[src/rtl/satl_pkg.sv]
`timescale 1ns / 1ps
// ----------------------------------------------------------------------------
// Cache tag lookup package
// Shared constants, configuration and row types, and the back-end state type.
// ----------------------------------------------------------------------------
package satl_pkg;

   localparam int MAX_WAYS        = 8;
   localparam int WAY_W           = 3;
   localparam int WAYS_W          = 4;
   localparam int MAX_SETS        = 256;
   localparam int SET_W           = 8;
   localparam int ADDR_WIDTH      = 32;
   localparam int TAG_W           = 32;
   localparam int RANK_W          = 3;
   localparam int LFSR_W          = 16;
   localparam int LFSR_CNT_W      = 4;
   localparam int SHIFT_W         = 5;
   localparam int CFG_W           = 4;
   localparam int CSR_INDEX_W     = 3;

   localparam logic [RANK_W-1:0]  RANK_MAX         = RANK_W'(MAX_WAYS - 1);
   localparam logic [LFSR_W-1:0]  LFSR_TAPS        = 16'hB400;
   localparam logic [LFSR_W-1:0]  LFSR_SEED        = 16'hACE1;
   localparam logic [CFG_W-1:0]   MAX_INDEX_BITS   = 4'd8;
   localparam logic [CFG_W-1:0]   MAX_OFFSET_BITS  = 4'd12;
   localparam logic [WAYS_W-1:0]  MAX_WAYS_CODE    = WAYS_W'(MAX_WAYS);

   // Replacement policy codes; the spare code behaves as FIFO.
   localparam logic [1:0] MODE_FIFO   = 2'd0;
   localparam logic [1:0] MODE_RANDOM = 2'd1;
   localparam logic [1:0] MODE_LRU    = 2'd2;

   // Request kinds.
   localparam logic REQ_READ  = 1'b0;
   localparam logic REQ_WRITE = 1'b1;

   // Configuration register indexes.
   localparam logic [CSR_INDEX_W-1:0] CSR_REPL_MODE = 3'd0;
   localparam logic [CSR_INDEX_W-1:0] CSR_WAYS      = 3'd1;
   localparam logic [CSR_INDEX_W-1:0] CSR_INDEX     = 3'd2;
   localparam logic [CSR_INDEX_W-1:0] CSR_OFFSET    = 3'd3;
   localparam logic [CSR_INDEX_W-1:0] CSR_WALLOC    = 3'd4;

   typedef struct packed {
      logic [1:0]        mode;
      logic [WAYS_W-1:0] ways;        // clamped to 1..MAX_WAYS
      logic [CFG_W-1:0]  index_bits;  // clamped to 0..8
      logic [CFG_W-1:0]  offset_bits; // clamped to 0..12
      logic              walloc;
   } cfg_type;

   typedef struct packed {
      logic             alloc;
      logic [SET_W-1:0] set;
      logic [TAG_W-1:0] tag;
   } job_type;

   typedef struct packed {
      logic [MAX_WAYS-1:0]              valid;
      logic [MAX_WAYS-1:0][TAG_W-1:0]   tags;
      logic [MAX_WAYS-1:0][RANK_W-1:0]  ranks;
      logic [WAY_W-1:0]                 fifo_ptr;
   } row_type;

   typedef struct packed {
      logic clearing;
      logic writing;
   } back_status_type;

   typedef enum logic [2:0] {
      ST_CLEAR,
      ST_IDLE,
      ST_EVAL,
      ST_MOD,
      ST_WRITE
   } back_state_type;

endpackage

[src/rtl/satl_queue.sv]
`timescale 1ns / 1ps
// ----------------------------------------------------------------------------
// Cache tag lookup job queue
// Two-entry queue that decouples the front end from the back end.
// ----------------------------------------------------------------------------
module satl_queue import satl_pkg::*; (
   input  logic    clock,
   input  logic    reset,
   input  logic    push,
   input  job_type push_data,
   input  logic    pop,
   output job_type head,
   output logic    empty,
   output logic    full
);

   job_type    slot_ff [2];
   logic       wr_ptr_ff, wr_ptr_in;
   logic       rd_ptr_ff, rd_ptr_in;
   logic [1:0] count_ff, count_in;

   always_comb begin
      empty     = (count_ff == 2'd0);
      full      = (count_ff == 2'd2);
      head      = slot_ff[rd_ptr_ff];
      wr_ptr_in = push ? ~wr_ptr_ff : wr_ptr_ff;
      rd_ptr_in = pop ? ~rd_ptr_ff : rd_ptr_ff;
      count_in  = count_ff + 2'(push) - 2'(pop);
   end

   always_ff @(posedge clock) begin
      if (reset) begin
         wr_ptr_ff <= 1'b0;
         rd_ptr_ff <= 1'b0;
         count_ff  <= 2'd0;
      end else begin
         wr_ptr_ff <= wr_ptr_in;
         rd_ptr_ff <= rd_ptr_in;
         count_ff  <= count_in;
      end
   end

   always_ff @(posedge clock) begin
      if (push) begin
         slot_ff[wr_ptr_ff] <= push_data;
      end
   end

endmodule

[config.mk]
export PLATFORM = sky130hd
export DESIGN_NAME = satl_queue
export DESIGN_NICKNAME = d
export VERILOG_FILES = /design/src/rtl/satl_pkg.sv /design/src/rtl/satl_queue.sv
export SDC_FILE = /design/constraint.sdc
export NUM_CORES = 1
export LEC_CHECK = 0
export BUFFER_PORTS_ARGS = -buffer_cell sky130_fd_sc_hd__buf_2
export CAP_MARGIN = 10
export CELL_PAD_IN_SITES_DETAIL_PLACEMENT = 1
export CELL_PAD_IN_SITES_GLOBAL_PLACEMENT = 2
export CORE_MARGIN = 3
export CORE_UTILIZATION = 38
export DETAILED_ROUTE_END_ITERATION = 6
export PLACE_DENSITY_LB_ADDON = 0.1
export SLEW_MARGIN = 15
export SYNTH_ARGS = -nofsm -noshare
export SYNTH_HDL_FRONTEND = slang
export SYNTH_SLANG_ARGS = --single-unit
[constraint.sdc]
create_clock -name clock -period 3.31 [get_ports clock]
set_input_delay 0.331 -clock clock [delete_from_list [all_inputs] [get_ports clock]]
set_output_delay 0.331 -clock clock [all_outputs]
set_load 0.02 [all_outputs]
* After elaboration in Yosys (flattened, before gate mapping)
Memories as Yosys holds them, arrays and structs flattened. A register that Yosys moved wholly into a read port is not among the register bits. Cells that the tools add are included.
Word-level totals: word-level logic and storage cells 14, RAM bits 82, memories kept 1, register bits after elaboration 4, output and inout port bits 43, input port bits 45
Cells by class: multiplexer cells 4, reduce and logical (&&, ||, !) cells 1, bitwise gates (word level) 2, add/subtract/negate cells 2, eq/ne operators 1
Memory list:
- slot_ff | words 2, width 41, read ports 1, clocked after Yosys merged registers in 1, write ports 1, line satl_queue.sv:17 | job_type slot_ff [2];
Operators by type and width (count):
- 2-to-1 mux 1 bit | 4
- adder 2 x 1 -> 2 bit | 1
- equality test 2 bit, second input constant | 1
- logical NOT 2 bit | 1
- inverter 1 bit | 2
- subtractor 2 x 1 -> 2 bit | 1

* Longest topological paths before layout
depth after elaboration 3, mapped depth 6, depth with buffers taken out 6

* Worst setup path before layout
OpenSTA, ideal clock, no wires.
kind register -> register, start register wr_ptr_ff, end memory slot_ff[0][0] (netlist bit) (enable), stages on the path, launching flop included 2, slack 0.703 ns, data required time 2.866 ns, arrival time 2.163 ns, buffers on the path 0, clock period less this slack 2.607 ns, library setup time 0.444 ns, cells stage by stage dfxtp_1 -> nor2b_1
RTL lines:
- start, declared | line satl_queue.sv:18 | logic wr_ptr_ff, wr_ptr_in;
- start signal, assigned | line satl_queue.sv:37 | wr_ptr_ff <= wr_ptr_in;
- end, declared | line satl_queue.sv:17
No word-level cell before the write port.

==> metrics <==
post-synthesis xor/xnor area fraction 1.184%; clk slew on worst S/H paths 90 ps; Cell Area, Synth 0.003382 sq mm; largest net degree at the start of global routing 42; max incr delay on CP about 650 ps; core area about 0.0084 sq mm; Slowest-stage cell, CP dfxtp_2; fin nets slightly below 300; register area share after synthesis 75.77%; Num CTS Buffers 9; ANT nets after route 0; FF+latch count, synth a little under 90; diodes inserted 0; crit path max fanout 27; FP Rows 33; Slew @ Worst Pin 1003 ps; top cell type's share of synthesized area 72.81%; Clock Tree Buf Depth 2; simple logic cell fraction of the synthesized area 1.295%; CP startpoint kind register; Die W 100.3 um; antenna violations before repair 0; cell chain of the critical path buf_12 -> mux2_4 -> buf_2; # hold bufs at CTS 0; placed wire-length estimate about 4000 um; critical path capture point type output port; Global Route Usage Sum 11.70%; Final Critical Period 2131 ps; Worst slew margin ~33%; clock insertion delay at the later pin of the skew report 350 ps; Post-Synthesis Cells 149; Setup WS pre-CTS 1473 ps; vias 1625; WL/cell 16.11 um; Sequential Area around 0.0026 sq mm; Synth area leader edfxtp_1; Leak about 1.6 nW; Clock Skew approximately 9.2 ps; final hold violations 0; RePlAce Congestion ~0.65; die footprint around 0.010 sq mm; post-route setup TNS 0 ps; first-pass GRT wire length 8611 um; share of layout cells above drive strength 1 59.60%; pwr dens 568.3 mW/mm^2; CTS root buf clkbuf_8; Critical Path RT 2980 ps; final setup vio count 0; Setup CP Type register to output port; Max Cap Viol 0; CTS sink cnt 87; Worst Slack Setup Final about 1200 ps; Mean Syn Cell Area 22.70 sq um; RSZ-0062 raised after global routing no; fin crit share between 60% and 70%; I/O pins between 80 and 90; Yosys warning count 0; status completed; Adder-Cell Fraction of Synth Area 0.7399%; largest family of logic cells by synthesized area multiplexers; vias in the first global route 1715; Post-CTS Setup Inserts 0; Netlist cell types 13; H-tree depth 3; Initial DRT Pass Iterations 4; critical path arrival 1800 ps; Initial Util around two fifths; DRT iter0 DRCs 49; top post-synthesis cells by area edfxtp_1 73%, mux2_4 18%, dfxtp_1 3.0%; mux contribution to synthesized area 18.09%; Die Y 100.3 um; HP Class input pin to register; post-cts resize count 0; area of the multi-input gates 729.5 sq um; Slew Limit Fails 0; post-synthesis compound-gate area fraction 0%; Peak VDD IR roughly 0.00025 V; grt ovf 0; filler cell count 841; IO buf count 87; f_max 0.4692 GHz; Via density between 4 and 5; Post-Route WL 5719 um; Area growth, synth to finish 20.57%; Remaining DRCs 0; CTS tree built; syn_nets approximately 200
## report_power, final
part           switching, W  total [W]  leakage, nW  internal [W]
logic              0.000190   0.000363        0.730      0.000174
registers         0.0000317    0.00131        0.812       0.00128
clock network      0.000365   0.000640       0.0747      0.000275
## final timing paths
check | slack, ps | startpoint | cells past startpoint | endpoint
setup / recovery | 1180 | register | 3 | head[0]
hold / removal | 170 | push_data[3] | 1 | slot_ff[1][3]
setup reg to reg | 1660 | wr_ptr_ff | 1 | slot_ff[1][5]
hold reg to reg | 530 | rd_ptr_ff | 2 | rd_ptr_ff
## metal layers
layer  global-route usage [%]  wire (um)
met5                        0          0
met4                    6.218        128
met3                    3.266        329
met2                    20.23       2994
met1                    13.06       2267
## cell usage in the layout, fill, tap and decap left out
master	n
ha_1	2
nor2b_1	2
xnor3_1	1
inv_1	2
clkinvlp_4	4
and2_2	1
clkbuf_1	1
buf_2	87
nor2_1	5
dfxtp_2	1
xnor2_1	2
clkbuf_8	9
mux2_2	1
buf_4	2
nor2b_4	1
edfxtp_1	82
clkinv_4	2
buf_12	1
mux2_4	40
dfxtp_1	4
## registers in the layout, indices dropped and copies added, names as in the netlist, named ones only
signal     flops
rd_ptr_ff      1
slot_ff       82
wr_ptr_ff      1
count_ff       2
## cells in the mapped netlist (all sizes together)
cell type,count
dfxtp,5
xnor2,2
and2,1
edfxtp,82
nor2,5
xnor3,1
ha,2
buf,5
nor2b,3
mux2,41
inv,2
## metrics by stage
step / cells / hold slack, ps / area (sq um) / utilization [%] / power (W)
2_1_floorplan: 149 / 402.6 / 3382 / - / 0.001602
3_3_place_gp: 339 / 509.2 / 3902 / 46.33 / 0.001705
3_5_place_dp: 339 / 517.6 / 3902 / 46.33 / 0.001713
4_1_cts: 355 / 145.4 / 4078 / 48.41 / 0.002355
5_1_grt: 355 / 147.8 / 4078 / 48.41 / 0.002432
6_report: 355 / 170.1 / 4078 / 48.41 / 0.002317
## worst max-delay path, delay by kind of cell (launching register included)
kind	cells	cell delay, ps
buffers and inverters	2	460
DFF	1	650
muxes	1	330
## cell type report
class / instances / area share (%)
Timing Repair Buffer: 90 / 11.54
Clock inverter: 6 / 1.166
Tap cell: 105 / 3.222
Inverter: 2 / 0.1841
Multi-Input combinational cell: 55 / 17.89
Clock buffer: 10 / 3.130
Sequential cell: 87 / 62.87
## cells by family (layout without fill, tap and decap cells)
family                     Yosys count  in the layout
DFF                                 87             87
muxes                               41             41
and+or+nand+nor                      9              9
buffers and inverters                7            108
xor gates and xnor gates             3              3
adders and majority gates            2              2
(Power assumes the default switching activity.)
