**src/rtl/satl_pkg.sv**
```systemverilog
`timescale 1ns / 1ps
// ----------------------------------------------------------------------------
// Cache tag lookup package
// Shared constants, configuration and row types, and the back-end state type.
// ----------------------------------------------------------------------------
package satl_pkg;

   localparam int MAX_WAYS        = 8;
   localparam int WAY_W           = 3;
   localparam int WAYS_W          = 4;
   localparam int MAX_SETS        = 256;
   localparam int SET_W           = 8;
   localparam int ADDR_WIDTH      = 32;
   localparam int TAG_W           = 32;
   localparam int RANK_W          = 3;
   localparam int LFSR_W          = 16;
   localparam int LFSR_CNT_W      = 4;
   localparam int SHIFT_W         = 5;
   localparam int CFG_W           = 4;
   localparam int CSR_INDEX_W     = 3;

   localparam logic [RANK_W-1:0]  RANK_MAX         = RANK_W'(MAX_WAYS - 1);
   localparam logic [LFSR_W-1:0]  LFSR_TAPS        = 16'hB400;
   localparam logic [LFSR_W-1:0]  LFSR_SEED        = 16'hACE1;
   localparam logic [CFG_W-1:0]   MAX_INDEX_BITS   = 4'd8;
   localparam logic [CFG_W-1:0]   MAX_OFFSET_BITS  = 4'd12;
   localparam logic [WAYS_W-1:0]  MAX_WAYS_CODE    = WAYS_W'(MAX_WAYS);

   // Replacement policy codes; the spare code behaves as FIFO.
   localparam logic [1:0] MODE_FIFO   = 2'd0;
   localparam logic [1:0] MODE_RANDOM = 2'd1;
   localparam logic [1:0] MODE_LRU    = 2'd2;

   // Request kinds.
   localparam logic REQ_READ  = 1'b0;
   localparam logic REQ_WRITE = 1'b1;

   // Configuration register indexes.
   localparam logic [CSR_INDEX_W-1:0] CSR_REPL_MODE = 3'd0;
   localparam logic [CSR_INDEX_W-1:0] CSR_WAYS      = 3'd1;
   localparam logic [CSR_INDEX_W-1:0] CSR_INDEX     = 3'd2;
   localparam logic [CSR_INDEX_W-1:0] CSR_OFFSET    = 3'd3;
   localparam logic [CSR_INDEX_W-1:0] CSR_WALLOC    = 3'd4;

   typedef struct packed {
      logic [1:0]        mode;
      logic [WAYS_W-1:0] ways;        // clamped to 1..MAX_WAYS
      logic [CFG_W-1:0]  index_bits;  // clamped to 0..8
      logic [CFG_W-1:0]  offset_bits; // clamped to 0..12
      logic              walloc;
   } cfg_type;

   typedef struct packed {
      logic             alloc;
      logic [SET_W-1:0] set;
      logic [TAG_W-1:0] tag;
   } job_type;

   typedef struct packed {
      logic [MAX_WAYS-1:0]              valid;
      logic [MAX_WAYS-1:0][TAG_W-1:0]   tags;
      logic [MAX_WAYS-1:0][RANK_W-1:0]  ranks;
      logic [WAY_W-1:0]                 fifo_ptr;
   } row_type;

   typedef struct packed {
      logic clearing;
      logic writing;
   } back_status_type;

   typedef enum logic [2:0] {
      ST_CLEAR,
      ST_IDLE,
      ST_EVAL,
      ST_MOD,
      ST_WRITE
   } back_state_type;

endpackage

```
**src/rtl/satl_front.sv**
```systemverilog
`timescale 1ns / 1ps
// ----------------------------------------------------------------------------
// Cache tag lookup front end
// Splits the address into set and tag and decides whether the request allocates.
// ----------------------------------------------------------------------------
module satl_front import satl_pkg::*; (
   input  cfg_type                 cfg,
   input  logic                    req_kind,
   input  logic [ADDR_WIDTH-1:0]   req_addr,
   output job_type                 job
);

   logic [ADDR_WIDTH-1:0] set_mask;
   logic [ADDR_WIDTH-1:0] set_full;
   logic [SHIFT_W-1:0]    tag_shift;

   always_comb begin
      set_mask  = (ADDR_WIDTH'(1) << cfg.index_bits) - ADDR_WIDTH'(1);
      set_full  = (req_addr >> cfg.offset_bits) & set_mask;
      tag_shift = SHIFT_W'(cfg.offset_bits) + SHIFT_W'(cfg.index_bits);
      job.set   = set_full[SET_W-1:0];
      job.tag   = TAG_W'(req_addr >> tag_shift);
      job.alloc = (req_kind == REQ_READ) || cfg.walloc;
   end

endmodule

```
**config.mk**
```make
export PLATFORM = sky130hd
export DESIGN_NAME = satl_front
export DESIGN_NICKNAME = d
export VERILOG_FILES = /design/src/rtl/satl_pkg.sv /design/src/rtl/satl_front.sv
export SDC_FILE = /design/constraint.sdc
export NUM_CORES = 1
export LEC_CHECK = 0
export BUFFER_PORTS_ARGS = -buffer_cell sky130_fd_sc_hd__buf_2
export CORE_MARGIN = 1
export CORE_UTILIZATION = 30
export DETAILED_ROUTE_END_ITERATION = 12
export PLACE_DENSITY = 0.62
export SLEW_MARGIN = 20
export SYNTH_ARGS = -nofsm -noshare
export SYNTH_HDL_FRONTEND = slang
export SYNTH_SLANG_ARGS = --single-unit
```
**constraint.sdc**
```tcl
create_clock -name vclk -period 2.6
set_input_delay 0.26 -clock vclk [all_inputs]
set_output_delay 0.26 -clock vclk [all_outputs]
set_load 0.02 [all_outputs]
```
; ---- Word level (Yosys, flattened, before mapping)
; Cells that the tools add are included.
[totals]
register_bits = 0
in_bits = 48
out_inout_bits = 41
word_cells = 8
[op_classes]
add_sub_neg = 2
shift = 3
bitwise_logic = 2
reduce_logical = 1
[op_table]
columns = operator, n
row1 = $shr A32 B4 Y8, 1
row2 = $shr A32 B5 Y32, 1
row3 = $and A8 B8 Y8, 1
row4 = $shl A1 B4 Y8 const A, 1
row5 = $sub A8 B2 Y8 const B, 1
row6 = $add A4 B4 Y5, 1
row7 = $logic_or A1 B1 Y1, 1
row8 = $not A1 Y1, 1

; ---- Depth between registers and ports, before layout
; Gate-level depths: netlist (run 1).
[logic_depth]
depth_word = 3
ltp_mapped = 9
ltp_nobuf = 7

; ---- Worst setup path before layout (run 1)
; Ideal clock, no wire load.
[synth_timing]
path_kind = in2out
from = input cfg[1] in the netlist's numbering
to = output job[19] in the netlist's numbering
arrival_ps = 2628
required_ps = 2340
setup_slack_ps = -288
stages = 8
path_buffers = 2
path_cell_list = ha_1 -> fa_1 -> buf_2 -> buf_4 -> or3b_2 -> o21ai_0 -> nor2_1 -> a211oi_1
[synth_lines]
columns = item, line_no
row1 = start: declaration, satl_front.sv:7  ; input cfg_type cfg,
row2 = end: declaration, satl_front.sv:10  ; output job_type job

==> key figures, run 1 <==
Yosys
  • Post-synth cell types: 47
  • Sequential-to-total area share from yosys stat: 0
  • Syn Area/Cell: approximately 8.3 um^2
  • Synthesis Warnings: 0
  • Synth Instances: ~330
  • Synth Net Count: 381
  • Post-Syn Area: between 2000 and 3000 um^2

GRT
  • Total congestion overflow: 0
  • Initial antenna violation count: 0
  • GR Util All Layers: 0.207
  • Largest net degree at the start of global routing: 30
  • First-pass GRT wire length: 16,500 um
  • Vias in the first global route: around 3,200

STA
  • Worst slew pin tran: 369 ps
  • Final setup violating endpoints: 27
  • Slew HR: 0.754
  • Period utilization: 1.11
  • RSZ-0062 raised after global routing: true
  • Worst hold slack: between 700 and 800 ps
  • Final Hold Vio Count: 0
  • Max-slew violations: 0
  • Setup ws final: -298 ps
  • Min Tclk post-route: approximately 2900 ps
  • Maximum clock frequency: between 0.3 and 0.4 GHz

Cells and area
  • Layout net count: 505
  • Ant diodes: 0
  • Most frequent cells in the layout: buf_4 (69), buf_2 (56), mux4_2 (37), mux2i_1 (28), nand2_1 (27)
  • Share of cells above drive strength 1: 0.588
  • Clock buffer cells: 0
  • Seq_cells: 0
  • P&R area growth vs syn: 52.4%
  • Most common cell after layout, fill and taps aside: buf_4
  • Register Area: 0 um^2

Hold path
  • Hold_sp: req_kind
  • HP Class: in2out

Worst setup path
  • Slowest cell on crit path: fa_2
  • Required time of the critical path: between 2000 and 2500 ps
  • CP Data Arrival Time: 2640 ps
  • Largest stage delay, worst path: about 590 ps
  • Startpoint class of the critical path: primary input
  • Family with the most delay on the worst path: multiplexers
  • Setup crit end kind: output pin
  • Critical path peak fanout: 5
  • Worst Setup SP: cfg[5]
  • WP buf/inv: 4
  • Worst path cell trace: buf_8 > ha_4 > fa_2 > buf_6 > buf_16 > mux4_2 > mux4_2 > mux2_4 > buf_6
  • Crit path kind: in2out

Status
  • Status: finished, violations left
  • Failing checks: setup timing

Routing
  • Via count: approximately 3,300
  • Pre-antenna DRT Iters: 4
  • Post-route ant nets: 0
  • Number of DRC markers in iteration 0: ~190
  • Routed WL per cell: roughly 18 um
  • Final WL: approximately 10,000 um
  • Vias per cell: roughly 6
  • Residual DRC: 0

Pwr
  • Pwr/cell area: about 460 nW/um^2
  • Leak pwr: 1.84 nW
  • Pwr Total: 1.93 mW
  • Peak supply drop: about 0.18 mV

Run
  • Max Cap Viol: 0

Die
  • # IOs: 89
  • Die X: around 97 um
  • Core area: 8760 um^2
  • Die height: around 97 um
  • Die area: between 9000 and 10,000 um^2
  • Row cnt: 34
  • Starting Density: 0.312

Placement
  • Routability congestion estimate from global placement: 0.894
  • Dpl hpwl: 7500 um
  • IO Port Bufs: 83
path summary, 6_finish.rpt:
| check | to | slack, ps | cells after the start |
|---|---|---|---|
| setup / recovery | job[5] | -300 | 9 |
| hold / removal | job[40] | 790 | 3 |
through the flow:
stage | setup TNS [ps] | utilization | worst slack, ps | instance area, um^2 | instances
after floorplan | -147 | - | -64.3 | 2800 | 327
after global placement | -5520 | 0.421 | -324 | 3690 | 545
after detailed placement | -6520 | 0.421 | -360 | 3690 | 545
after CTS | -5220 | 0.466 | -296 | 4080 | 555
after global routing | -7180 | 0.475 | -386 | 4160 | 557
final | -5150 | 0.475 | -298 | 4160 | 557
power breakdown:
group	switching [mW]	internal [mW]	total, mW
sequential	0	0	0
clock	0	0	0
combinational	0.977	0.954	1.93
layout make-up:
class                           instances  area (um^2)
Timing Repair Buffer                  156         1210
Tap cell                              108          135
Multi-Input combinational cell        283         2770
Fill cell                             846         4600
Inverter                               10         37.5
kinds of logic (layout without fill, tap and decap cells):
logic type	Yosys count	count (layout)	share of synthesized area
XOR/XNOR	3	3	0.00963
AND/OR/NAND/NOR	98	98	0.162
multiplexers	85	85	0.509
AO/OA/AOI/OAI	91	91	0.207
buffers and inverters	44	166	0.0825
adder cells (fa/ha/maj)	6	6	0.0302
Yosys cell counts (all sizes together) (7+ instances only):
cell type / count / share of area
nor2: 27 / 0.037
mux2: 13 / 0.054
a211oi: 7 / 0.019
mux2i: 32 / 0.12
a21oi: 26 / 0.048
o21ai: 24 / 0.044
and3: 7 / 0.016
nand3: 10 / 0.018
inv: 10 / 0.014
buf: 20 / 0.049
nand2: 37 / 0.051
clkbuf: 14 / 0.019
mux4: 40 / 0.34
o211ai: 9 / 0.025
per-layer routing:
layer	vias to the layer above	track usage	routed length, um
met5	-	0	0
met3	28	0.0165	574
met2	137	0.363	5030
met4	0	0.0543	284
li1	1528	-	-
met1	1609	0.274	4260
what timing repair did:
action | CTS | global route
hold buffers | 0 | 0
gates cloned | 3 | 0
setup buffers | 8 | 4
setup endpoints to repair | 28 | 32
resized for setup | 93 | 26
pin swaps | 37 | 16
Note: power is estimated with default switching activity, not from simulation.
==> inputs of run 2 (changes only) <==
==> constraint.sdc (replaced) <==
create_clock -name vclk -period 2.6
set_input_delay 0.52 -clock vclk [all_inputs]
set_output_delay 0.52 -clock vclk [all_outputs]
set_load 0.02 [all_outputs]
==> key figures, run 2 (synthesized netlist as in run 1, its figures left out) <==
Status
  • Status: finished, violations left
  • Failing checks: setup timing

GRT
  • First-pass GRT wire length: 17,300 um (+4.7%)
  • Total congestion overflow: 0 (unchanged)
  • Vias in the first global route: 3,383 (+4.6%)
  • GR Util All Layers: 0.221 (+0.0142)
  • Largest net degree at the start of global routing: 28 (-6.7%)
  • Initial antenna violation count: 0 (unchanged)

Placement
  • Routability congestion estimate from global placement: 0.909 (+1.7%)
  • Post-place setup slack: -825 ps (-465 ps)
  • Placed insts: 567 (+4.0%)
  • IO Port Bufs: 83 (unchanged)
  • DP Area: 4050 um^2 (+9.9%)
  • Dpl hpwl: 7890 um (+5.2%)

Worst setup path
  • Critical path peak fanout: 7 (+2)
  • Worst path cell trace: buf_6 > ha_4 > fa_2 > buf_8 > mux4_2 > mux4_2 > mux2_4 > buf_6
  • Setup crit end kind: output pin
  • Slowest cell on crit path: fa_2
  • Required time of the critical path: 2080 ps (-260 ps)
  • Crit path kind: in2out
  • CP Data Arrival Time: 2880 ps (+240 ps)
  • Startpoint class of the critical path: primary input
  • Largest stage delay, worst path: 640 ps (+50 ps)

Pwr
  • Pwr/cell area: 445 nW/um^2 (-4.2%)
  • Leak pwr: 2.07 nW (+13%)
  • Peak supply drop: 0.177 mV (-3.8%)

Cells and area
  • FILL cells: 730 (-14%)
  • Register Area: 0 um^2 (unchanged)
  • Most frequent cells in the layout: buf_4 (89), buf_2 (44), buf_6 (40), mux4_2 (38), nand2_1 (28)
  • Layout net count: 536 (+6.1%)
  • Fin area: 4880 um^2 (+17%)
  • Ant diodes: 0 (unchanged)
  • Seq_cells: 0 (unchanged)
  • Clock buffer cells: 0 (unchanged)
  • Post-route insts no fill: 588 (+5.6%)
  • Area occupied by multi-input gates: 3090 um^2 (+11%)
  • Share of cells above drive strength 1: 0.721 (+0.133)
  • Most common cell after layout, fill and taps aside: buf_4
  • P&R area growth vs syn: 78.6%

Routing
  • Number of DRC markers in iteration 0: 223 (+18%)
  • Met2 WL: 5440 um (+8.1%)
  • Routed WL per cell: 18.4 um (+1.1%)
  • Post-route ant nets: 0 (unchanged)
  • Highest routed layer: met4
  • Pre-antenna DRT Iters: 5 (+1)
  • Residual DRC: 0 (unchanged)
  • Vias per cell: 5.88 (-0.85%)
  • Via count: 3,456 (+4.7%)
  • Met3 wire len: 817 um (+42%)
  • M1 WL: 4350 um (+2.0%)
  • Final WL: 10,800 um (+6.8%)

Clock network
  • Hold Buf Count CTS: 0 (unchanged)

STA
  • RSZ-0062 raised after global routing: true
  • Max-slew violations: 0 (unchanged)
  • Final setup violating endpoints: 39 (+44%)
  • Period utilization: 1.31 (+0.193)
  • Setup ws final: -799 ps (-501 ps)
  • Slew HR: 0.688 (-0.0658)
  • Worst slew pin tran: 466 ps (+97.4 ps)
  • Maximum clock frequency: 0.294 GHz (-15%)
  • Min Tclk post-route: 3400 ps (+501 ps)
  • Final Hold Vio Count: 0 (unchanged)

Die
  • # IOs: 89 (unchanged)
  • Die height: 97.4 um (unchanged)
  • Row cnt: 34 (unchanged)
  • Die X: 97.4 um (unchanged)
  • Core area: 8760 um^2 (unchanged)
  • Die area: 9490 um^2 (unchanged)
  • Starting Density: 0.312 (unchanged)

Hold path
  • HP Class: in2out

Run
  • Max Cap Viol: 0 (unchanged)
==> run 2: cell types whose count changed in the layout (fill, tap and decap cells not counted), sizes merged <==
| cell | before | now |
|---|---|---|
| bufbuf | 0 | 1 |
| buf | 156 | 186 |
==> run 2: worst paths after layout <==
path / start / to / slack (ps) / cells past startpoint
setup / recovery: cfg[5] / job[5] / -800 / 8
hold / removal: req_kind / job[40] / 1300 / 3
==> run 2: area by class of cell <==
| class | count | area share |
|---|---|---|
| multi-input cells | 283 | 0.633 |
| repair buffers | 187 | 0.331 |
| well taps | 108 | 0.0277 |
| inverters | 10 | 0.00770 |
==> run 2: timing repair <==
action                                  in CTS  in global routing
cloned                                       5                  0
endpoints found under the setup margin      40                 40
buffers inserted                            12                  9
pin swaps                                   57                 18
gates resized for setup                    161                 24
==> run 2: worst max-delay path: cells and delay by family <==
family     cells  cell delay [ps]
buf+inv        3              400
fa+ha+maj      2              800
mux            3             1160
==> run 2: power breakdown <==
group / internal [mW] / total, mW / switching (mW)
Combinational: 1.09 / 2.17 / 1.08
Clock: 0 / 0 / 0
Sequential: 0 / 0 / 0
==> run 2: metrics by stage <==
step | TNS (ps) | power (mW) | utilization | hold WS [ps]
2_1_floorplan | -9260 | 1.16 | - | 1170
3_3_place_gp | -22040 | 1.68 | 0.462 | 1300
3_5_place_dp | -22860 | 1.70 | 0.462 | 1300
4_1_cts | -20010 | 2.12 | 0.549 | 1300
5_1_grt | -22660 | 2.29 | 0.557 | 1310
6_report | -20060 | 2.17 | 0.557 | 1300
==> run 2: layer usage <==
layer	up-vias	global-route usage
met5	-	0
met4	0	0.0396
met3	23	0.0230
met2	188	0.385
met1	1663	0.299
li1	1582	-
